--- src/rtl/assert_macros.svh ---
// ---------------------------------------------------------------------------
// Assertion macros shared by the RTL of the brick palette material encoder.
// All checks are clocked on clk_i and muted while rst_ni is low.
// ---------------------------------------------------------------------------
`ifndef ASSERT_MACROS_SVH
`define ASSERT_MACROS_SVH

// Plain property, checked at every clock edge out of reset
`define BPME_ASSERT(label, prop, msg) \
  label: assert property (@(posedge clk_i) disable iff (!rst_ni) (prop)) else $error(msg);

// Condition in one cycle implies a consequence in the next
`define BPME_ASSERT_NEXT(label, pre, post, msg) \
  label: assert property (@(posedge clk_i) disable iff (!rst_ni) (pre) |=> (post)) else $error(msg);

`endif

--- src/rtl/bpme_pkg.sv ---
// ---------------------------------------------------------------------------
// bpme_pkg
// Shared constants and codes of the brick palette material encoder.
// ---------------------------------------------------------------------------
package bpme_pkg;

  // Payload widths
  localparam int MAT_W = 8;              // material byte
  localparam int NIB_W = 4;              // packed palette index
  localparam int MODE_W = 2;             // encoding_mode register

  // Default palette size (slot 0 is air)
  localparam int PALETTE_SLOTS = 16;

  // Encoding modes; the unused code behaves as raw
  localparam logic [MODE_W-1:0] MODE_UNIFORM = 2'd0;
  localparam logic [MODE_W-1:0] MODE_PALETTE = 2'd1;
  localparam logic [MODE_W-1:0] MODE_RAW     = 2'd2;

  // Register reset values
  localparam logic [MODE_W-1:0] MODE_RESET = MODE_PALETTE;
  localparam logic [MAT_W-1:0]  AIR_RESET  = 8'h00;

  // Configuration port
  localparam int APB_AW = 3;
  localparam int APB_DW = 32;
  localparam int REG_SEL_BIT = 2;        // word address bit that picks the register
  localparam logic REG_IDX_MODE = 1'b0;
  localparam logic REG_IDX_AIR  = 1'b1;

endpackage

--- src/rtl/brick_palette_material_encoder_top.sv ---
// ---------------------------------------------------------------------------
// brick_palette_material_encoder_top
// Encodes the material bytes of one brick as a uniform byte, raw bytes or
// packed four-bit local palette indices followed by the palette itself.
// ---------------------------------------------------------------------------
// Voxels are taken one per cycle while the output does not stall and no
// palette flush runs: an input register feeds a single pass of compare and
// pack logic that writes the output register. A byte that a voxel emits
// passes through the input register and then the output register. A brick
// that ends in palette mode is followed by PALETTE_SLOTS palette bytes, read
// one per cycle while the output does not stall, from the palette registers
// into the output register; voxels of the next brick wait until the flush
// is done.
// ---------------------------------------------------------------------------

`include "assert_macros.svh"

module brick_palette_material_encoder_top #(
  parameter int PALETTE_SLOTS = bpme_pkg::PALETTE_SLOTS
) (
  input  logic                          clk_i,
  input  logic                          rst_ni,
  // voxel input
  input  logic                          in_valid_i,
  output logic                          in_stall_o,
  input  logic [bpme_pkg::MAT_W-1:0]    material_i,
  input  logic                          occupied_i,
  input  logic                          brick_end_i,
  // encoded output
  output logic                          out_valid_o,
  input  logic                          out_stall_i,
  output logic [bpme_pkg::MAT_W-1:0]    out_byte_o,
  output logic                          out_last_o,
  output logic                          palette_overflow_o,
  // configuration port
  input  logic                          psel,
  input  logic                          penable,
  input  logic                          pwrite,
  input  logic [bpme_pkg::APB_AW-1:0]   paddr,
  input  logic [bpme_pkg::APB_DW-1:0]   pwdata,
  output logic [bpme_pkg::APB_DW-1:0]   prdata,
  output logic                          pready
);

  localparam int MAT_W  = bpme_pkg::MAT_W;
  localparam int NIB_W  = bpme_pkg::NIB_W;
  localparam int MODE_W = bpme_pkg::MODE_W;
  localparam int IDX_W  = $clog2(PALETTE_SLOTS);
  localparam int USED_W = $clog2(PALETTE_SLOTS + 1);
  localparam logic [USED_W-1:0] USED_FULL  = USED_W'(PALETTE_SLOTS);
  localparam logic [USED_W-1:0] USED_RESET = USED_W'(1);
  localparam logic [IDX_W-1:0]  FLUSH_LAST = IDX_W'(PALETTE_SLOTS - 1);

  // Configuration registers
  logic [MODE_W-1:0] mode_q;
  logic [MAT_W-1:0]  air_q;
  logic              cfg_wr;

  assign pready = 1'b1;
  assign cfg_wr = psel && penable && pwrite;

  always_ff @(posedge clk_i or negedge rst_ni) begin
    if (!rst_ni) begin
      mode_q <= bpme_pkg::MODE_RESET;
      air_q  <= bpme_pkg::AIR_RESET;
    end else if (cfg_wr) begin
      if (paddr[bpme_pkg::REG_SEL_BIT] == bpme_pkg::REG_IDX_AIR) begin
        air_q <= pwdata[MAT_W-1:0];
      end else begin
        mode_q <= pwdata[MODE_W-1:0];
      end
    end
  end

  always_comb begin
    if (paddr[bpme_pkg::REG_SEL_BIT] == bpme_pkg::REG_IDX_AIR) begin
      prdata = bpme_pkg::APB_DW'(air_q);
    end else begin
      prdata = bpme_pkg::APB_DW'(mode_q);
    end
  end

  // Input register
  logic              in_v_q;
  logic [MAT_W-1:0]  in_mat_q;
  logic              in_occ_q;
  logic              in_end_q;
  logic              s1_take;

  assign in_stall_o = in_v_q && !s1_take;

  always_ff @(posedge clk_i or negedge rst_ni) begin
    if (!rst_ni) begin
      in_v_q <= 1'b0;
    end else if (!in_stall_o) begin
      in_v_q <= in_valid_i;
    end
  end

  always_ff @(posedge clk_i) begin
    if (in_valid_i && !in_stall_o) begin
      in_mat_q <= material_i;
      in_occ_q <= occupied_i;
      in_end_q <= brick_end_i;
    end
  end

  // Brick state
  logic [MAT_W-1:0]  table_q [PALETTE_SLOTS];
  logic [MAT_W-1:0]  table_d [PALETTE_SLOTS];
  logic [USED_W-1:0] used_q, used_d;
  logic [NIB_W-1:0]  held_q, held_d;
  logic              parity_q, parity_d;
  logic [MAT_W-1:0]  uni_q, uni_d;
  logic              ovf_q, ovf_d;
  logic              flush_q, flush_d;
  logic [IDX_W-1:0]  fcnt_q, fcnt_d;

  // Output register
  logic              out_v_q, out_v_d;
  logic [MAT_W-1:0]  out_byte_q, out_byte_d;
  logic              out_last_q, out_last_d;
  logic              out_ovf_q, out_ovf_d;
  logic              out_free;

  assign out_free = !out_v_q || !out_stall_i;

  // Palette lookup: parallel compare over the live slots
  logic              is_pal;
  logic              is_air;
  logic              hit;
  logic [NIB_W-1:0]  hit_idx;
  logic              ins;
  logic              ovf_set;
  logic [NIB_W-1:0]  idx;

  assign is_pal = (mode_q == bpme_pkg::MODE_PALETTE);
  assign is_air = (in_mat_q == air_q);

  always_comb begin
    hit     = 1'b0;
    hit_idx = '0;
    for (int k = 1; k < PALETTE_SLOTS; k++) begin
      if (!hit && (USED_W'(k) < used_q) && (table_q[k] == in_mat_q)) begin
        hit     = 1'b1;
        hit_idx = NIB_W'(k);
      end
    end
  end

  always_comb begin
    ins     = 1'b0;
    ovf_set = 1'b0;
    idx     = '0;
    if (is_air) begin
      idx = '0;
    end else if (hit) begin
      idx = hit_idx;
    end else if (used_q < USED_FULL) begin
      ins = 1'b1;
      idx = NIB_W'(used_q);
    end else begin
      ovf_set = 1'b1;
    end
  end

  // Emission of the voxel's own byte
  logic             s1_emit;
  logic [MAT_W-1:0] uni_next;
  logic [MAT_W-1:0] s1_byte;
  logic             s1_last;
  logic             s1_ovf;

  assign uni_next = (in_occ_q && (uni_q == air_q)) ? in_mat_q : uni_q;

  always_comb begin
    case (mode_q)
      bpme_pkg::MODE_UNIFORM: begin
        s1_emit = in_end_q;
        s1_byte = uni_next;
        s1_last = 1'b1;
        s1_ovf  = 1'b0;
      end
      bpme_pkg::MODE_PALETTE: begin
        s1_emit = parity_q || in_end_q;
        s1_byte = parity_q ? {idx, held_q} : {NIB_W'(0), idx};
        s1_last = 1'b0;
        s1_ovf  = ovf_q || ovf_set;
      end
      default: begin
        s1_emit = 1'b1;
        s1_byte = in_mat_q;
        s1_last = in_end_q;
        s1_ovf  = 1'b0;
      end
    endcase
  end

  assign s1_take = in_v_q && !flush_q && (!s1_emit || out_free);

  // Palette flush sequencing and brick clear
  logic flush_step;
  logic flush_done;
  logic pal_clear;

  assign flush_step = flush_q && out_free;
  assign flush_done = flush_step && (fcnt_q == FLUSH_LAST);
  assign pal_clear  = flush_done || (s1_take && in_end_q && !is_pal);

  always_comb begin
    table_d  = table_q;
    used_d   = used_q;
    ovf_d    = ovf_q;
    held_d   = held_q;
    parity_d = parity_q;
    uni_d    = uni_q;
    flush_d  = flush_q;
    fcnt_d   = fcnt_q;

    // voxel update
    if (s1_take) begin
      if (mode_q == bpme_pkg::MODE_UNIFORM) begin
        uni_d = uni_next;
      end
      if (is_pal) begin
        if (ins) begin
          table_d[used_q[IDX_W-1:0]] = in_mat_q;
          used_d = used_q + USED_W'(1);
        end
        if (ovf_set) begin
          ovf_d = 1'b1;
        end
        held_d   = idx;
        parity_d = !parity_q;
      end
      if (in_end_q) begin
        held_d   = '0;
        parity_d = 1'b0;
        uni_d    = air_q;
        if (is_pal) begin
          flush_d = 1'b1;
          fcnt_d  = '0;
        end
      end
    end

    // flush walk
    if (flush_step) begin
      fcnt_d = fcnt_q + IDX_W'(1);
    end
    if (flush_done) begin
      flush_d = 1'b0;
    end

    if (pal_clear) begin
      for (int k = 0; k < PALETTE_SLOTS; k++) begin
        table_d[k] = '0;
      end
      used_d = USED_RESET;
      ovf_d  = 1'b0;
    end
  end

  always_ff @(posedge clk_i or negedge rst_ni) begin
    if (!rst_ni) begin
      for (int k = 0; k < PALETTE_SLOTS; k++) begin
        table_q[k] <= '0;
      end
      used_q   <= USED_RESET;
      ovf_q    <= 1'b0;
      held_q   <= '0;
      parity_q <= 1'b0;
      uni_q    <= bpme_pkg::AIR_RESET;
      flush_q  <= 1'b0;
      fcnt_q   <= '0;
    end else begin
      table_q  <= table_d;
      used_q   <= used_d;
      ovf_q    <= ovf_d;
      held_q   <= held_d;
      parity_q <= parity_d;
      uni_q    <= uni_d;
      flush_q  <= flush_d;
      fcnt_q   <= fcnt_d;
    end
  end

  // Output register load: voxel byte or palette byte, never both
  always_comb begin
    out_v_d    = out_v_q && out_stall_i;
    out_byte_d = out_byte_q;
    out_last_d = out_last_q;
    out_ovf_d  = out_ovf_q;
    if (s1_take && s1_emit) begin
      out_v_d    = 1'b1;
      out_byte_d = s1_byte;
      out_last_d = s1_last;
      out_ovf_d  = s1_ovf;
    end else if (flush_step) begin
      out_v_d    = 1'b1;
      out_byte_d = table_q[fcnt_q];
      out_last_d = (fcnt_q == FLUSH_LAST);
      out_ovf_d  = ovf_q;
    end
  end

  always_ff @(posedge clk_i or negedge rst_ni) begin
    if (!rst_ni) begin
      out_v_q <= 1'b0;
    end else begin
      out_v_q <= out_v_d;
    end
  end

  always_ff @(posedge clk_i) begin
    out_byte_q <= out_byte_d;
    out_last_q <= out_last_d;
    out_ovf_q  <= out_ovf_d;
  end

  assign out_valid_o        = out_v_q;
  assign out_byte_o         = out_byte_q;
  assign out_last_o         = out_last_q;
  assign palette_overflow_o = out_ovf_q;

  // Checks
  `BPME_ASSERT(a_flush_holds_input, flush_q |-> !s1_take, "voxel taken during palette flush")
  `BPME_ASSERT(a_used_range, (used_q != '0) && (used_q <= USED_FULL), "palette fill out of range")
  `BPME_ASSERT(a_ovf_only_when_full, ovf_q |-> (used_q == USED_FULL), "overflow with free slots")
  `BPME_ASSERT_NEXT(a_flush_start, s1_take && in_end_q && is_pal, flush_q, "flush did not start")
  `BPME_ASSERT_NEXT(a_flush_clear, flush_done, !flush_q && (used_q == USED_RESET) && !ovf_q, "palette not cleared after flush")

endmodule
--- config.mk ---
export PLATFORM = sky130hd
export DESIGN_NAME = brick_palette_material_encoder_top
export DESIGN_NICKNAME = d
export VERILOG_FILES = /design/src/rtl/bpme_pkg.sv /design/src/rtl/brick_palette_material_encoder_top.sv
export VERILOG_INCLUDE_DIRS = /design/src /design/src/rtl
export SDC_FILE = /design/constraint.sdc
export NUM_CORES = 1
export LEC_CHECK = 0
export BUFFER_PORTS_ARGS = -buffer_cell sky130_fd_sc_hd__clkbuf_2
export CELL_PAD_IN_SITES_DETAIL_PLACEMENT = 0
export CELL_PAD_IN_SITES_GLOBAL_PLACEMENT = 1
export CORE_UTILIZATION = 30
export DETAILED_ROUTE_END_ITERATION = 10
export PLACE_DENSITY = 0.52
export SLEW_MARGIN = 20
export SYNTH_ARGS = -nofsm -noshare
export SYNTH_HDL_FRONTEND = slang
export SYNTH_SLANG_ARGS = --single-unit
--- constraint.sdc ---
create_clock -name clk_i -period 7.6 [get_ports clk_i]
set_input_delay 0.76 -clock clk_i [delete_from_list [all_inputs] [get_ports clk_i]]
set_output_delay 0.76 -clock clk_i [all_outputs]
set_load 0.05 [all_outputs]
==> results.py, run 1 <==
metrics = {
    "routing": {
        "wl_per_cell_um": 23.1,
        "viasPerCell": 5.19,
        "dr.pass1.iters": 5,
        "route.vias.total": 7869,
        "drt-initial-drc-count": 606,
        "drc_errors": 0,
        "final_antenna_net_count": 0,
        "routed_wl_um": 35000,
    },
    "synth": {
        "ys_warn_count": 0,
        "yosysTopAreaCell": "dfrtp_1",
        "dominantRegCellSynth": "dfrtp_1",
        "synth_most_common_cell": "dfrtp_1",
        "syn_inst": 1033,
        "netlist_area_um2": 11200,
        "ys_seq_elements": 184,
        "synth_edf_count": 20,
        "synth_area_per_cell_um2": 10.9,
        "synth.top_cells.by_area": "dfrtp_1 36%, mux2i_1 12%, mux4_2 8.0%",
        "synth_top_area_share_pct": 36.0,
        "synthTopCellsByCount": "162 x dfrtp_1, 159 x nand2_1, 133 x mux2i_1",
        "async_reset_ff_share_pct": 89.1,
        "ys_types": 61,
        "ys_seq_area_share_pct": 41.8,
    },
    "final_layout": {
        "insertedDiodeCount": 0,
        "drive_gt1_share_pct": 15.2,
        "syn2layout_area_growth_pct": 8.83,
        "final_cell_area_um2": 12200,
        "layout.nets": 1092,
    },
    "pwr": {
        "switchingPower_w": 0.00124,
        "vdd_drop_max_mv": 0.171,
        "p_clk_share_pct": 27.8,
        "swShare_pct": 39.0,
        "share_comb_of_total_power_pct": 30.9,
        "p_per_area_nw_per_um2": 260,
        "pwr-share-seq_pct": 41.3,
        "power.internal_w": 0.00194,
        "power_leakage_nw": 5.34,
    },
    "placement": {
        "port_buffers": 45,
        "post-place-ws_ps": 3910,
        "routabilityCongestion": 0.816,
        "place_area_um2": 11700,
        "hpwl_um": 23400,
    },
    "cts": {
        "cts_root_buffer": "clkbuf_16",
        "tritoncts": "done",
        "clock_sinks": 184,
        "cts_buffer_depth": 2,
        "postCtsSetupBuffers": 0,
        "hold_buffers": 0,
        "insertion_delay_ps": 460,
        "htreeDepth": 4,
        "path_clk_slew_ps": 70,
        "cts_resized": 0,
        "cts_buffers": 17,
    },
    "floorplanning": {
        "die_h_um": 196,
        "initial_utilization_pct": 30.6,
        "core-area_um2": 36800,
        "rows": 70,
        "die_x_um": 196,
        "ios": 97,
        "die-area_um2": 38300,
    },
    "run_status": {
        "status": "finished, final reports clean",
    },
    "timing": {
        "setup_viol": 0,
        "hold_viol": 0,
        "rsz0062_at_grt": "no",
        "slew_headroom_pct": 23.8,
        "finalCriticalPeriod_ps": 3760,
        "drv_slew": 0,
        "fin_crit_sh_pct": 49.4,
        "tightest_slew_ps": 1140,
        "clock.fmax_mhz": 266,
        "tns_ps": 0,
        "final.setup.worst_slack_ps": 3840,
        "finClkSkew_ps": 14.2,
    },
    "flow_run": {
        "max-cap-violations": 0,
    },
    "critical_path": {
        "crit_type": "reg -> reg",
        "r2r_cells": 6,
        "critical_path_peak_fanout": 21,
        "arrival_ps": 4120,
        "critPathLaunchType": "flip-flop",
        "worstPathRequired_ps": 7960,
        "end_kind": "flip-flop",
    },
    "grt": {
        "antenna_found_initial": 0,
        "gr-total-overflow": 0,
        "grt_pass1_vias": 7959,
        "grt_max_degree": 82,
        "grt_pass1_wl_um": 52900,
        "grt_util_all_layers_pct": 18.9,
    },
    "worst_hold_path": {
        "min_path_type": "in -> async",
    },
}
power by group through the flow:
stage / logic, W / registers, W / clock network [W]
6_report: 0.000983 / 0.00132 / 0.000885
5_1_grt: 0.00106 / 0.00133 / 0.000947
4_1_cts: 0.000995 / 0.00131 / 0.000910
3_5_place_dp: 0.000990 / 0.00133 / 0
3_3_place_gp: 0.000991 / 0.00133 / 0
2_1_floorplan: 0.000733 / 0.00131 / 0
critical path, cell delays in order, from the launching register on:
cell	delay, ps
edfxtp_1	610
a211oi_1	440
o21ai_1	360
nor2_1	440
and4bb_2	810
and4_1	750
mux2i_1	250
per-stage QoR:
| step | cells | utilization [%] | hold slack (ps) | total power, W |
|---|---|---|---|---|
| after global placement | 1484 | 31.7 | 506 | 0.00232 |
| after global routing | 1516 | 33.3 | 259 | 0.00334 |
| final | 1516 | 33.3 | 243 | 0.00318 |
| after floorplan | 1056 | - | 464 | 0.00204 |
| after CTS | 1516 | 33.3 | 250 | 0.00322 |
| after detailed placement | 1484 | 31.7 | 510 | 0.00232 |
cell families after synthesis:
group | Yosys count | share of synthesized area [%]
AO/OA/AOI/OAI | 89 | 5.39
AND/OR/NAND/NOR | 315 | 14.6
adder cells (fa/ha/maj) | 5 | 0.556
flip-flops | 184 | 41.8
other | 2 | 0.0668
buffers and inverters | 117 | 5.92
multiplexers | 184 | 20.9
XOR/XNOR | 137 | 10.7
area by class of cell:
cell class,count,area [µm²]
Inverter,18,67.6
Sequential cell,184,4710
Tap cell,468,586
Multi-Input combinational cell,755,5980
Clock buffer,24,503
Clock inverter,8,62.6
Timing Repair Buffer,59,337
Fill cell,3726,24500
cells in the final DEF (no fill, tap or decap), types with 3 or more instances in the layout:
master	instances
nor2_1	31
dfrtp_1	160
clkinvlp_4	3
clkbuf_16	18
nand4_4	9
clkbuf_2	44
o22ai_1	11
clkbuf_8	3
mux2i_1	133
a211oi_1	3
a222oi_1	3
clkbuf_1	3
conb_1	25
ha_1	5
mux4_2	40
xnor2_1	93
o21ai_0	10
nor3_1	10
a21o_1	4
a21oi_1	24
buf_4	14
or3_1	3
o31ai_1	3
edfxtp_1	20
nand3_1	22
o21a_1	7
nand4_1	24
nor4_1	11
nand2_1	159
nor2b_1	5
and3_1	6
and2_1	10
inv_1	18
mux2_2	11
a221oi_1	4
and4_1	7
nand2b_1	7
xor2_1	44
state kept, by name, summed over array words and instances (netlist names), 2 cells and up:
signal	flops
fcnt_q	4
uni_q	8
air_q	8
out_byte_o	8
table_q	128
held_q	4
mode_q	2
in_mat_q	8
used_q	5
worst paths after layout:
path,start,to,slack (ps)
worst min-delay path,rst_ni,air_q[0],240
worst max register to register,in_end_q,table_q[14],3840
min in group clk_i,material_i[6],in_mat_q[6],480
worst max-delay path,in_end_q,table_q[14],3840
max in group asynchronous,rst_ni,table_q[69],6090
worst min register to register,ovf_q,ovf_q,530
layer usage:
| metal | part of all wire (%) | track usage (%) |
|---|---|---|
| met1 | 47 | 25.5 |
| met2 | 48 | 30.6 |
| met3 | 3.6 | 3.68 |
| met4 | 2.0 | 5.86 |
| met5 | 0 | 0 |
No activity file was read; power rests on OpenSTA's default activity.
==> run 2: changes to the inputs <==
--- a/config.mk
+++ b/config.mk
@@ -11,7 +11,7 @@
 export CELL_PAD_IN_SITES_GLOBAL_PLACEMENT = 1
 export CORE_UTILIZATION = 30
 export DETAILED_ROUTE_END_ITERATION = 10
-export PLACE_DENSITY = 0.52
+export PLACE_DENSITY = 0.54
 export SLEW_MARGIN = 20
 export SYNTH_ARGS = -nofsm -noshare
 export SYNTH_HDL_FRONTEND = slang
==> constraint.sdc (replaced) <==
create_clock -name clk_i -period 3.37 [get_ports clk_i]
set_input_delay 0.337 -clock clk_i [delete_from_list [all_inputs] [get_ports clk_i]]
set_output_delay 0.337 -clock clk_i [all_outputs]
set_load 0.05 [all_outputs]
==> results.py, run 2 (synthesized netlist as in run 1, its figures left out) <==
metrics = {
    "run_status": {
        "status": "finished, violations left",
        "violations": "hold timing",
    },
    "final_layout": {
        "multi_input_area_um2": 5980,
        "layout.nets": 1125,
        "syn2layout_area_growth_pct": 11.9,
        "fillers": 3711,
        "final_cell_area_um2": 12600,
        "largest_register": "table_q",
        "stdcell_count": 1549,
        "insertedDiodeCount": 0,
        "final_common_cell": "dfrtp_1",
        "final_cell_mix": "160 x dfrtp_1, 159 x nand2_1, 133 x mux2i_1",
        "largest_reg_flops": 128,
        "drive_gt1_share_pct": 17.9,
        "ff_latch_area_um2": 4710,
    },
    "timing": {
        "tns_ps": 0,
        "clock.fmax_mhz": 315,
        "fin_crit_sh_pct": 94.2,
        "rsz0062_at_grt": "no",
        "finClkSkew_ps": 12.3,
        "drv_slew": 0,
        "finalCriticalPeriod_ps": 3170,
        "slew_headroom_pct": 38.2,
        "hold_viol": 11,
        "setup_viol": 0,
        "whs_ps": -35.9,
        "tightest_slew_ps": 927,
    },
    "floorplanning": {
        "die_x_um": 196,
        "initial_utilization_pct": 30.6,
        "ios": 97,
        "die-area_um2": 38300,
        "rows": 70,
        "die_h_um": 196,
        "core-area_um2": 36800,
    },
    "cts": {
        "htreeDepth": 4,
        "path_clk_slew_ps": 70,
        "clock_sinks": 184,
        "postCtsSetupBuffers": 0,
        "cts_root_buffer": "clkbuf_16",
        "cts_resized": 0,
        "tritoncts": "done",
        "insertion_delay_ps": 450,
        "cts_buffers": 17,
        "hold_buffers": 0,
        "cts_buffer_depth": 2,
    },
    "routing": {
        "dr.pass1.iters": 5,
        "final_antenna_net_count": 0,
        "viasPerCell": 5.12,
        "wl_per_cell_um": 22.4,
        "route.vias.total": 7928,
        "top_layer": "met4",
        "drc_errors": 0,
        "wl_met3_um": 836,
        "drt-initial-drc-count": 558,
        "dr_wl_met2_um": 16400,
        "wl_met1_um": 16800,
        "routed_wl_um": 34600,
    },
    "grt": {
        "grt_pass1_vias": 8145,
        "grt_max_degree": 135,
        "gr-total-overflow": 0,
        "grt_pass1_wl_um": 52900,
        "antenna_found_initial": 1,
        "grt_util_all_layers_pct": 18.8,
    },
    "critical_path": {
        "critPathLaunchType": "flip-flop",
        "worstPathRequired_ps": 3600,
        "crit_type": "reg -> reg",
        "crit_start": "in_mat_q[3]",
        "arrival_ps": 3410,
        "critical_path_peak_fanout": 19,
        "r2r_cells": 8,
        "rrSetupSlack_ps": 200,
        "r2r_start": "in_mat_q[3]",
        "end_kind": "flip-flop",
        "r2r_end": "out_byte_o[5]",
    },
    "pwr": {
        "share_comb_of_total_power_pct": 31.9,
        "pwr-share-seq_pct": 39.3,
        "p_clk_share_pct": 28.8,
        "power_leakage_nw": 5.55,
        "vdd_drop_max_mv": 0.361,
        "p_per_area_nw_per_um2": 588,
        "switchingPower_w": 0.00283,
        "swShare_pct": 38.2,
        "power.internal_w": 0.00457,
        "total_power_w": 0.00740,
    },
    "placement": {
        "place_area_um2": 12000,
        "routabilityCongestion": 0.860,
        "port_buffers": 45,
        "hpwl_um": 23500,
        "dpl.cell_count": 1517,
    },
    "flow_run": {
        "max-cap-violations": 0,
    },
    "worst_hold_path": {
        "min_path_type": "in -> async",
    },
}
==> run 2: power by group through the flow <==
| stage | sequential [W] | clock (W) | combinational (W) |
|---|---|---|---|
| after floorplan | 0.00295 | 0 | 0.00165 |
| after global placement | 0.00295 | 0 | 0.00237 |
| after detailed placement | 0.00296 | 0 | 0.00237 |
| after CTS | 0.00292 | 0.00217 | 0.00238 |
| after global routing | 0.00295 | 0.00228 | 0.00255 |
| final | 0.00291 | 0.00213 | 0.00236 |
==> run 2: how the worst max path moves through the flow <==
| stage | end | slack, ps | cells after the start |
|---|---|---|---|
| floorplan | out_byte_o[1] | 650 | 8 |
| global placement | out_byte_o[5] | 230 | 8 |
| detailed placement | table_q[2] | 280 | 10 |
| CTS | table_q[5] | 240 | 10 |
| global route | out_byte_o[5] | 50 | 8 |
| finish | out_byte_o[5] | 200 | 8 |
==> run 2: layer usage <==
| metal | track usage [%] | up-vias |
|---|---|---|
| li1 | - | 3681 |
| met5 | 0 | - |
| met1 | 26.2 | 4080 |
| met4 | 5.40 | 0 |
| met2 | 30.0 | 133 |
| met3 | 2.71 | 34 |
==> run 2: final cells by class <==
cell class	count	share of cell area [%]
Tap cell	468	4.65
Inverter	18	0.537
Clock buffer	17	3.38
Sequential cell	184	37.4
Multi-Input combinational cell	755	47.5
Clock inverter	15	1.39
Timing Repair Buffer	92	5.14
==> run 2: through the flow <==
step | setup slack, ps | utilization [%]
after floorplan | 654 | -
after global placement | 230 | 32.6
after detailed placement | 285 | 32.6
after CTS | 241 | 34.2
after global routing | 46.4 | 34.2
final | 197 | 34.2
==> run 2: critical path, cell delays in order, from the launching register on <==
cell and delay (ps):
edfxtp_1 370, buf_4 280, xor2_1 210, nor4_1 560, o211ai_1 280, nor4b_1 230
and3_1 310, a41o_1 330, o32ai_1 370
